File: config.mk
export PLATFORM = sky130hd
export DESIGN_NAME = gnss_binary_frame_parser
export DESIGN_NICKNAME = d
export VERILOG_FILES = /design/src/hw/rtl/gbfp_pkg.sv /design/src/hw/rtl/gbfp_step.sv /design/src/hw/rtl/gnss_binary_frame_parser.sv
export SDC_FILE = /design/constraint.sdc
export NUM_CORES = 1
export LEC_CHECK = 0
export ABC_AREA = 1
export BUFFER_PORTS_ARGS = -buffer_cell sky130_fd_sc_hd__clkbuf_2
export CORE_MARGIN = 10
export CORE_UTILIZATION = 61
export CTS_BUF_LIST = sky130_fd_sc_hd__clkbuf_8
export DETAILED_ROUTE_END_ITERATION = 7
export GPL_ROUTABILITY_DRIVEN = 0
export GPL_TIMING_DRIVEN = 0
export HOLD_SLACK_MARGIN = 0.05
export PLACE_DENSITY = 0.82
export SLEW_MARGIN = 10
export SYNTH_ARGS = -nofsm -noshare
export SYNTH_HDL_FRONTEND = slang
export SYNTH_SLANG_ARGS = --single-unit
File: constraint.sdc
create_clock -name clk_i -period 5.9 [get_ports clk_i]
set_input_delay 0.885 -clock clk_i [delete_from_list [all_inputs] [get_ports clk_i]]
set_output_delay 0.885 -clock clk_i [all_outputs]
set_load 0.02 [all_outputs]
File: src/hw/rtl/gbfp_pkg.sv
// shared types and constants of the binary frame parser
package gbfp_pkg;

  localparam logic [7:0] SyncFirst  = 8'hB5;
  localparam logic [7:0] SyncSecond = 8'h62;
  localparam logic [15:0] MaxLenReset = 16'd256;

  // parse phase codes
  typedef enum logic [3:0] {
    PH_SYNC1   = 4'd0,
    PH_SYNC2   = 4'd1,
    PH_CLASS   = 4'd2,
    PH_ID      = 4'd3,
    PH_LENLO   = 4'd4,
    PH_LENHI   = 4'd5,
    PH_PAYLOAD = 4'd6,
    PH_CKA     = 4'd7,
    PH_CKB     = 4'd8
  } phase_e;

  typedef struct packed {
    phase_e      phase;
    logic [7:0]  msg_class;
    logic [7:0]  msg_id;
    logic [15:0] length;
    logic [15:0] filled;
    logic [7:0]  sum_a;
    logic [7:0]  sum_b;
    logic [7:0]  rx_sum_a;
    logic [31:0] good_total;
    logic [31:0] bad_total;
  } parse_state_t;

  // per-byte pulses and payload forwarding
  typedef struct packed {
    logic        frame_good;
    logic        frame_rejected;
    logic        payload_valid;
    logic [7:0]  payload_data;
    logic [15:0] payload_index;
  } byte_result_t;

  localparam int TdataW = 120;
  localparam int TuserW = 3;

endpackage

File: src/hw/rtl/gbfp_step.sv
// next-state and per-byte result logic of the frame parser
module gbfp_step (
  input  gbfp_pkg::parse_state_t st_i,
  input  logic [7:0]             rx_byte_i,
  input  logic [15:0]            max_len_i,
  output gbfp_pkg::parse_state_t st_o,
  output gbfp_pkg::byte_result_t res_o
);
  import gbfp_pkg::*;

  logic [7:0]  sum_a_add;
  logic [7:0]  sum_b_add;
  logic [15:0] len_full;
  logic [15:0] filled_inc;

  assign sum_a_add  = st_i.sum_a + rx_byte_i;
  assign sum_b_add  = st_i.sum_b + sum_a_add;
  assign len_full   = {rx_byte_i, st_i.length[7:0]};
  assign filled_inc = st_i.filled + 16'd1;

  always_comb begin
    st_o  = st_i;
    res_o = '0;
    unique case (st_i.phase)
      PH_SYNC1: begin
        if (rx_byte_i == SyncFirst) st_o.phase = PH_SYNC2;
      end
      PH_SYNC2: begin
        if (rx_byte_i == SyncSecond) begin
          st_o.length = '0;
          st_o.filled = '0;
          st_o.sum_a  = '0;
          st_o.sum_b  = '0;
          st_o.phase  = PH_CLASS;
        end else if (rx_byte_i == SyncFirst) begin
          st_o.phase = PH_SYNC2;
        end else begin
          st_o.phase = PH_SYNC1;
        end
      end
      PH_CLASS: begin
        st_o.msg_class = rx_byte_i;
        st_o.sum_a     = sum_a_add;
        st_o.sum_b     = sum_b_add;
        st_o.phase     = PH_ID;
      end
      PH_ID: begin
        st_o.msg_id = rx_byte_i;
        st_o.sum_a  = sum_a_add;
        st_o.sum_b  = sum_b_add;
        st_o.phase  = PH_LENLO;
      end
      PH_LENLO: begin
        st_o.length = {8'h00, rx_byte_i};
        st_o.sum_a  = sum_a_add;
        st_o.sum_b  = sum_b_add;
        st_o.phase  = PH_LENHI;
      end
      PH_LENHI: begin
        st_o.length = len_full;
        st_o.sum_a  = sum_a_add;
        st_o.sum_b  = sum_b_add;
        if (len_full > max_len_i) begin
          st_o.bad_total       = st_i.bad_total + 32'd1;
          res_o.frame_rejected = 1'b1;
          st_o.phase           = PH_SYNC1;
        end else if (len_full == 16'd0) begin
          st_o.phase = PH_CKA;
        end else begin
          st_o.phase = PH_PAYLOAD;
        end
      end
      PH_PAYLOAD: begin
        res_o.payload_valid = 1'b1;
        res_o.payload_data  = rx_byte_i;
        res_o.payload_index = st_i.filled;
        st_o.filled         = filled_inc;
        st_o.sum_a          = sum_a_add;
        st_o.sum_b          = sum_b_add;
        if (filled_inc >= st_i.length) st_o.phase = PH_CKA;
      end
      PH_CKA: begin
        st_o.rx_sum_a = rx_byte_i;
        st_o.phase    = PH_CKB;
      end
      PH_CKB: begin
        st_o.phase = PH_SYNC1;
        if (st_i.rx_sum_a == st_i.sum_a && rx_byte_i == st_i.sum_b) begin
          st_o.good_total  = st_i.good_total + 32'd1;
          res_o.frame_good = 1'b1;
        end else begin
          st_o.bad_total       = st_i.bad_total + 32'd1;
          res_o.frame_rejected = 1'b1;
        end
      end
      default: begin
        st_o.phase = PH_SYNC1;
      end
    endcase
  end

endmodule

File: src/hw/rtl/gnss_binary_frame_parser.sv
// top level of the byte-serial binary navigation frame parser
//
// Takes one received byte per request on the slave stream and returns exactly
// one result per byte on the master stream. The parser hunts for the sync pair
// 0xB5 0x62, then reads class, id and a little-endian 16-bit length, forwards
// every payload byte with its index, and checks the two 8-bit Fletcher sums
// that run over class, id, length and payload. On the final checksum byte it
// pulses frame_good or frame_rejected and bumps the matching wrapping 32-bit
// counter; a length above max_payload_length is rejected on the second length
// byte and hunting resumes. The parse state and the two sum adders update on the
// edge that accepts a byte, and the result is loaded into the output register
// on that same edge. A new byte is accepted every cycle as long as the output
// register is empty or being taken downstream, so the block sustains one byte
// per clock. max_payload_length resets to 256 and should only be written while
// no byte is in flight.
module gnss_binary_frame_parser (
  input  logic         clk_i,
  input  logic         rst_ni,
  // configuration: max_payload_length
  input  logic         cfg_we_i,
  input  logic [15:0]  cfg_wdata_i,
  // byte input
  input  logic         s_axis_tvalid,
  output logic         s_axis_tready,
  input  logic [7:0]   s_axis_tdata,   // [7:0] rx_byte
  // result output
  output logic         m_axis_tvalid,
  input  logic         m_axis_tready,
  // [7:0] payload_data, [23:8] payload_index, [31:24] msg_class,
  // [39:32] msg_id, [55:40] payload_length, [87:56] good_count,
  // [119:88] bad_count
  output logic [gbfp_pkg::TdataW-1:0] m_axis_tdata,
  // [0] frame_good, [1] frame_rejected, [2] payload_valid
  output logic [gbfp_pkg::TuserW-1:0] m_axis_tuser
);
  import gbfp_pkg::*;

  logic [15:0]  max_len_q;
  parse_state_t st_q, st_d;
  byte_result_t res;
  logic         in_accept;

  logic                 out_valid_q, out_valid_d;
  logic [TdataW-1:0]    out_data_q, out_data_d;
  logic [TuserW-1:0]    out_user_q, out_user_d;

  // length limit register
  always_ff @(posedge clk_i or negedge rst_ni) begin
    if (!rst_ni) begin
      max_len_q <= MaxLenReset;
    end else if (cfg_we_i) begin
      max_len_q <= cfg_wdata_i;
    end
  end

  // take a byte whenever the output slot is free or drains this cycle
  assign s_axis_tready = !out_valid_q || m_axis_tready;
  assign in_accept     = s_axis_tvalid && s_axis_tready;

  gbfp_step u_step (
    .st_i      (st_q),
    .rx_byte_i (s_axis_tdata),
    .max_len_i (max_len_q),
    .st_o      (st_d),
    .res_o     (res)
  );

  // parse state advances only on an accepted byte
  // all-zero state is hunting for the first sync byte
  always_ff @(posedge clk_i or negedge rst_ni) begin
    if (!rst_ni) begin
      st_q <= '0;
    end else if (in_accept) begin
      st_q <= st_d;
    end
  end

  // result register: header fields and counters show the state after the byte
  always_comb begin
    out_valid_d = out_valid_q;
    out_data_d  = out_data_q;
    out_user_d  = out_user_q;
    if (in_accept) begin
      out_valid_d = 1'b1;
      out_data_d  = {st_d.bad_total, st_d.good_total, st_d.length,
                     st_d.msg_id, st_d.msg_class,
                     res.payload_index, res.payload_data};
      out_user_d  = {res.payload_valid, res.frame_rejected, res.frame_good};
    end else if (m_axis_tready) begin
      out_valid_d = 1'b0;
    end
  end

  always_ff @(posedge clk_i or negedge rst_ni) begin
    if (!rst_ni) begin
      out_valid_q <= 1'b0;
    end else begin
      out_valid_q <= out_valid_d;
    end
  end

  // payload of the result needs no reset
  always_ff @(posedge clk_i) begin
    out_data_q <= out_data_d;
    out_user_q <= out_user_d;
  end

  assign m_axis_tvalid = out_valid_q;
  assign m_axis_tdata  = out_data_q;
  assign m_axis_tuser  = out_user_q;

endmodule

# ---- After elaboration in Yosys (flattened, before gate mapping)
# Cells that the tools add are included.
dict set report totals {
  register_bits 280
}
dict set report classes {
  add_sub_neg 5
  n_lt_le_gt_ge 2
  n_eq_ne 15
  mux 25
  reduce_logical 14
}
# operator n
set op_table {}
lappend op_table {{$mux W32} 4}
lappend op_table {{$add A32 B1 Y32 const B} 2}
lappend op_table {{$pmux W16 S2} 2}
lappend op_table {{$pmux W32 S2} 1}
lappend op_table {{$mux W48} 1}
lappend op_table {{$pmux W16 S3} 1}
lappend op_table {{$pmux W4 S8} 1}
lappend op_table {{$mux W25} 1}
lappend op_table {{$add A16 B1 Y16 const B} 1}
lappend op_table {{$add A8 B8 Y8} 2}
lappend op_table {{$eq A4 B3 Y1 const B} 4}
lappend op_table {{$eq A8 B8 Y1} 2}
lappend op_table {{$ge A16 B16 Y1} 1}
lappend op_table {{$gt A16 B16 Y1} 1}
lappend op_table {{$logic_not A16 Y1} 1}
lappend op_table {{$mux W8} 2}
lappend op_table {{$reduce_and A3 Y1} 3}
lappend op_table {{$eq A4 B2 Y1 const B} 2}
lappend op_table {{$eq A8 B7 Y1 const B} 1}
lappend op_table {{$eq A8 B8 Y1 const B} 1}
lappend op_table {{$mux W4} 2}
lappend op_table {{$mux W1} 7}
lappend op_table {{$ne A2 B1 Y1 const B} 3}
lappend op_table {{$reduce_bool A2 Y1} 3}
lappend op_table {{11 further kinds} 12}

# ---- Logic depth before layout (Yosys ltp)
dict set report logic_depth {
  word_depth 4
  mapped_depth 19
  depth_no_buf 19
}

# ---- By module
# A second synthesis with hierarchy kept.
dict set report unflattened {
  cells_unflattened 2034
  hier_area_um2 15892.7
}
# module n_inst cells_per_inst area_per_inst_um2 seq_area_each_um2
set by_module_without_submodules {}
lappend by_module_without_submodules {gnss_binary_frame_parser 1 802 9838.2 7623.6}
lappend by_module_without_submodules {gbfp_step 1 1232 6054.6 0.0}

# ---- Worst setup path after synthesis
# Ideal clock, no wire load.
dict set report synth_path {
  path_kind {input to register}
  start {input m_axis_tready}
  end {register out_data_q[0] (netlist: m_axis_tdata[0]) (enable)}
  setup_ns 0.535
  arrival_time_ns 5.210
  t_required_ns 5.365
  path_slack_ns 0.154
  path_stages 6
  path_cell_list {inv_1 nand2_1 nand2_1 inv_2 clkbuf_1 clkbuf_1}
}
dict set report synth_via {
  elab_chain_cells 2
}
# item line
set synth_lines {}
lappend synth_lines {{start: declaration} gnss_binary_frame_parser.sv:28} ;# input logic m_axis_tready,
lappend synth_lines {{$logic_or A1 B1 Y1} gnss_binary_frame_parser.sv:57} ;# assign s_axis_tready = !out_valid_q || m_axis_tready;
lappend synth_lines {{net s_axis_tready} gnss_binary_frame_parser.sv:24} ;# output logic s_axis_tready,
lappend synth_lines {{$logic_and A1 B1 Y1} gnss_binary_frame_parser.sv:58} ;# assign in_accept = s_axis_tvalid && s_axis_tready;
lappend synth_lines {{net in_accept} gnss_binary_frame_parser.sv:41} ;# logic in_accept;
lappend synth_lines {{end signal: assignment} gnss_binary_frame_parser.sv:104} ;# out_data_q <= out_data_d;
lappend synth_lines {{end: declaration} gnss_binary_frame_parser.sv:44} ;# logic [TdataW-1:0] out_data_q, out_data_d;
# The timed path passes the listed nets, and every way through them passes these cells.
# A chain may end at the register's enable or synchronous reset.

# ---- Final worst setup path
dict set report layout_path {
  start {input s_axis_tdata[1]}
  end {register st_q[79] (netlist bit)}
}
dict set report layout_via {
  elab_chain_cells 3
}
# item line
set layout_lines {}
lappend layout_lines {{start: declaration} gnss_binary_frame_parser.sv:25} ;# input logic [7:0] s_axis_tdata,
lappend layout_lines {{$add A8 B8 Y8 or $eq A8 B7 Y1 (tied branches)} {gbfp_step.sv:16, gbfp_step.sv:29}}
lappend layout_lines {{$add A8 B8 Y8 or $ne A2 B1 Y1 (tied branches)} n/a}
lappend layout_lines {{$pmux W16 S2 or $reduce_and A3 Y1 (tied branches)} n/a}
lappend layout_lines {{end signal: assignment} gnss_binary_frame_parser.sv:74} ;# st_q <= st_d;
lappend layout_lines {{end: declaration} gnss_binary_frame_parser.sv:39} ;# parse_state_t st_q, st_d;
# Parallel ways exist; a longest one is shown, timed or not.

==> qor.csv <==
metric;value;unit
status;complete, no violations;
Comb power frac;34.5;%
Tmin final;3.30;ns
first-pass GRT wire length;62300;µm
total gr overflow;0;
Psw;2.87;mW
Pint;4.48;mW
fin area;16900;µm²
Clock Power Share;24.1;%
WP data arrival;3.74;ns
#FFs+latches synth;280;
Initial Utilization;62.4;%
CP endpoint kind;flip-flop;
Worst Setup SP;s_axis_tdata[1];
Cell Area, Synth;14700;µm²
CTS sink cnt;280;
Seq pwr share;41.4;%
RSZ-0062 raised after global routing;no;
R2R setup slack;2.75;ns
Post-CTS Hold Buffers;0;
DRT antenna net count;0;
Slew @ Worst Pin;0.685;ns
Multi-input gate area;6210;µm²
Reg clk slew, reported paths;0.06;ns
Worst Setup EP;st_q[79]$_DFFE_PN0P_;
fin crit share;56.0;%
share of cells above drive strength 1;13.4;%
max cap viols;0;
Layout area overhead;15.0;%
relative max-transition margin;54.3;%
cell accounting for the most synthesized area;dfrtp_1;
final setup fails;0;
Root Buffer;clkbuf_8;
CTS tree;yes;
CTS Buf Count;44;
Final #Nets;2069;
DR iter-0 viols;1105;
top cell type's share of synthesized area;26.5;%
cell row count;56;
initial antenna violation count;1;
Hold WS;0.325;ns
CTS H-tree depth;2;
final hold vios;0;
switching part of the total;39.0;%
FF-to-FF path depth;16;
reg-to-reg critical path startpoint;st_q[88]$_DFFE_PN0P_;
ys async rst share;56.1;%
1st-pass router iterations;7;
worst-path fanout max;8;
Reg-to-Reg End;st_q[139]$_DFFE_PN0P_;
Fmax;0.303;GHz
Netlist cell types;44;
largest net degree at the start of global routing;87;
final WL;38300;µm
fillcell total;1820;
Clock Tree Buf Depth;3;
Reg area;7620;µm²
Worst-Skew Late Latency;0.57;ns
number of flops mapped to enable cells by yosys;123;
required time worst endpoint;6.34;ns
vias;12800;
Setup WS pre-CTS;2.11;ns
pwr dens;434;nW/µm²
Leak;8.17;nW
Synth Flop Type;dfrtp_1;
I/O Pins;154;
Port Buffers;153;
Core Util, Final;71.8;%
synthesized area per cell;8.25;µm²
register area share after synthesis;51.7;%
gr usage total;24.6;%
syn_nets;1867;
wire per inst;16.3;µm
top cells by area, synth;dfrtp_1 (26%), edfxtp_1 (25%), nand2_1 (18%);
vias in the first global route;12400;
YS warnings;0;
Post-CTS Setup Bufs;0;
Worst setup SP type;input port;
CTS resizes;0;
maximum vdd drop;227;µV
Placement Cell Area;16000;µm²
die area;30800;µm²
HPWL after DPL;27800;µm
DR vias/cell;5.47;
Worst Skew;0.0184;ns
Die X;175;µm
# DRC;0;
core box area;23600;µm²
Worst Hold Class;input port to asynchronous set/reset pin;
Final WS setup;2.60;ns
crit path kind;input port to flip-flop;
Mapped Cells;1787;
ant diodes;0;
max-slew violations;0;
die extent in y;175;µm
Tot Pwr;7.35;mW
-- critical path, stage by stage --
cell and delay [ns]:
clkbuf_2 0.18, clkinv_1 0.36, fa_1 0.57, o21ai_0 0.32
nand2_1 0.09, nand2_1 0.07, a21oi_1 0.07, xor2_1 0.19
inv_1 0.07, ha_1 0.33, nand2_1 0.08, nor2_1 0.09
nand2_1 0.06, o211ai_1 0.11, nand3_1 0.11, nand2_1 0.06
o21ai_0 0.07
-- through the flow --
step,cells,TNS [ns]
global route,2344,0
finish,2344,0
CTS,2344,0
detailed placement,2262,0
floorplan,1787,0
global placement,2259,-217.08
-- cell usage after synthesis (all sizes together), types with 28 or more instances --
cell type / number
edfxtp: 123
ha: 49
clkbuf: 28
nand3: 69
dfrtp: 156
o22ai: 29
o21ai: 108
nor3: 41
nand2: 704
xor2: 51
nor2: 128
a21oi: 30
inv: 178
-- kinds of logic after synthesis --
| family | synth area share [%] |
|---|---|
| AOI/OAI and AO/OA | 6.63 |
| and+or+nand+nor | 27.1 |
| DFF | 51.7 |
| muxes | 0.0764 |
| xor gates and xnor gates | 3.92 |
| buffers and inverters | 6.11 |
| adders and majority gates | 4.43 |
-- worst min path at each step --
| stage | startpoint | to | slack [ns] | cells past startpoint |
|---|---|---|---|---|
| after floorplan | st_q[120]$_DFFE_PN0P_ | st_q[120]$_DFFE_PN0P_ | 0.45 | 2 |
| after global placement | st_q[128]$_DFFE_PN0P_ | st_q[128]$_DFFE_PN0P_ | 0.46 | 2 |
| after detailed placement | st_q[128]$_DFFE_PN0P_ | st_q[128]$_DFFE_PN0P_ | 0.47 | 2 |
| after CTS | rst_ni | st_q[88]$_DFFE_PN0P_ | 0.35 | 1 |
| after global routing | rst_ni | st_q[88]$_DFFE_PN0P_ | 0.37 | 1 |
| final | rst_ni | st_q[88]$_DFFE_PN0P_ | 0.32 | 1 |
-- cells in the final DEF, fill, tap and decap left out, types with 51 or more instances in the layout --
master and count:
clkbuf_2 152, dfrtp_1 156, edfxtp_1 123, inv_1 180, nand2_1 700, nand3_1 67, nor2_1 119, o21ai_0 90
xor2_1 51
-- power by group through the flow --
stage	Combinational [mW]	Clock [mW]	Sequential (mW)
floorplan	1.66	0	3.14
CTS	2.53	1.79	3.03
detailed placement	2.51	0	3.06
global placement	2.38	0	3.05
global route	2.89	1.89	3.10
finish	2.54	1.77	3.04
-- area by class of cell --
class                           instances  share of cell area (%)
Inverter                              180                    3.99
Buffer                                 48                    1.35
Clock buffer                           48                    3.90
Timing Repair Buffer                  156                    5.06
Clock inverter                         34                    1.71
Tap cell                              319                    2.35
Multi-Input combinational cell       1279                    36.7
Sequential cell                       280                    45.0
-- sequential cells by signal (all words and copies together) (netlist names) --
name,flops
m_axis_tdata,120
m_axis_tuser,3
m_axis_tvalid,1
max_len_q,16
st_q,140
-- metal layers --
layer | vias to the layer above | track usage [%] | part of all wire [%]
li1 | 6194 | - | -
met1 | 5973 | 31.6 | 41
met2 | 550 | 40.0 | 47
met3 | 98 | 5.60 | 8.9
met4 | 2 | 8.87 | 3.1
met5 | - | 0 | 0.034
No activity file was read; power rests on OpenSTA's default activity.
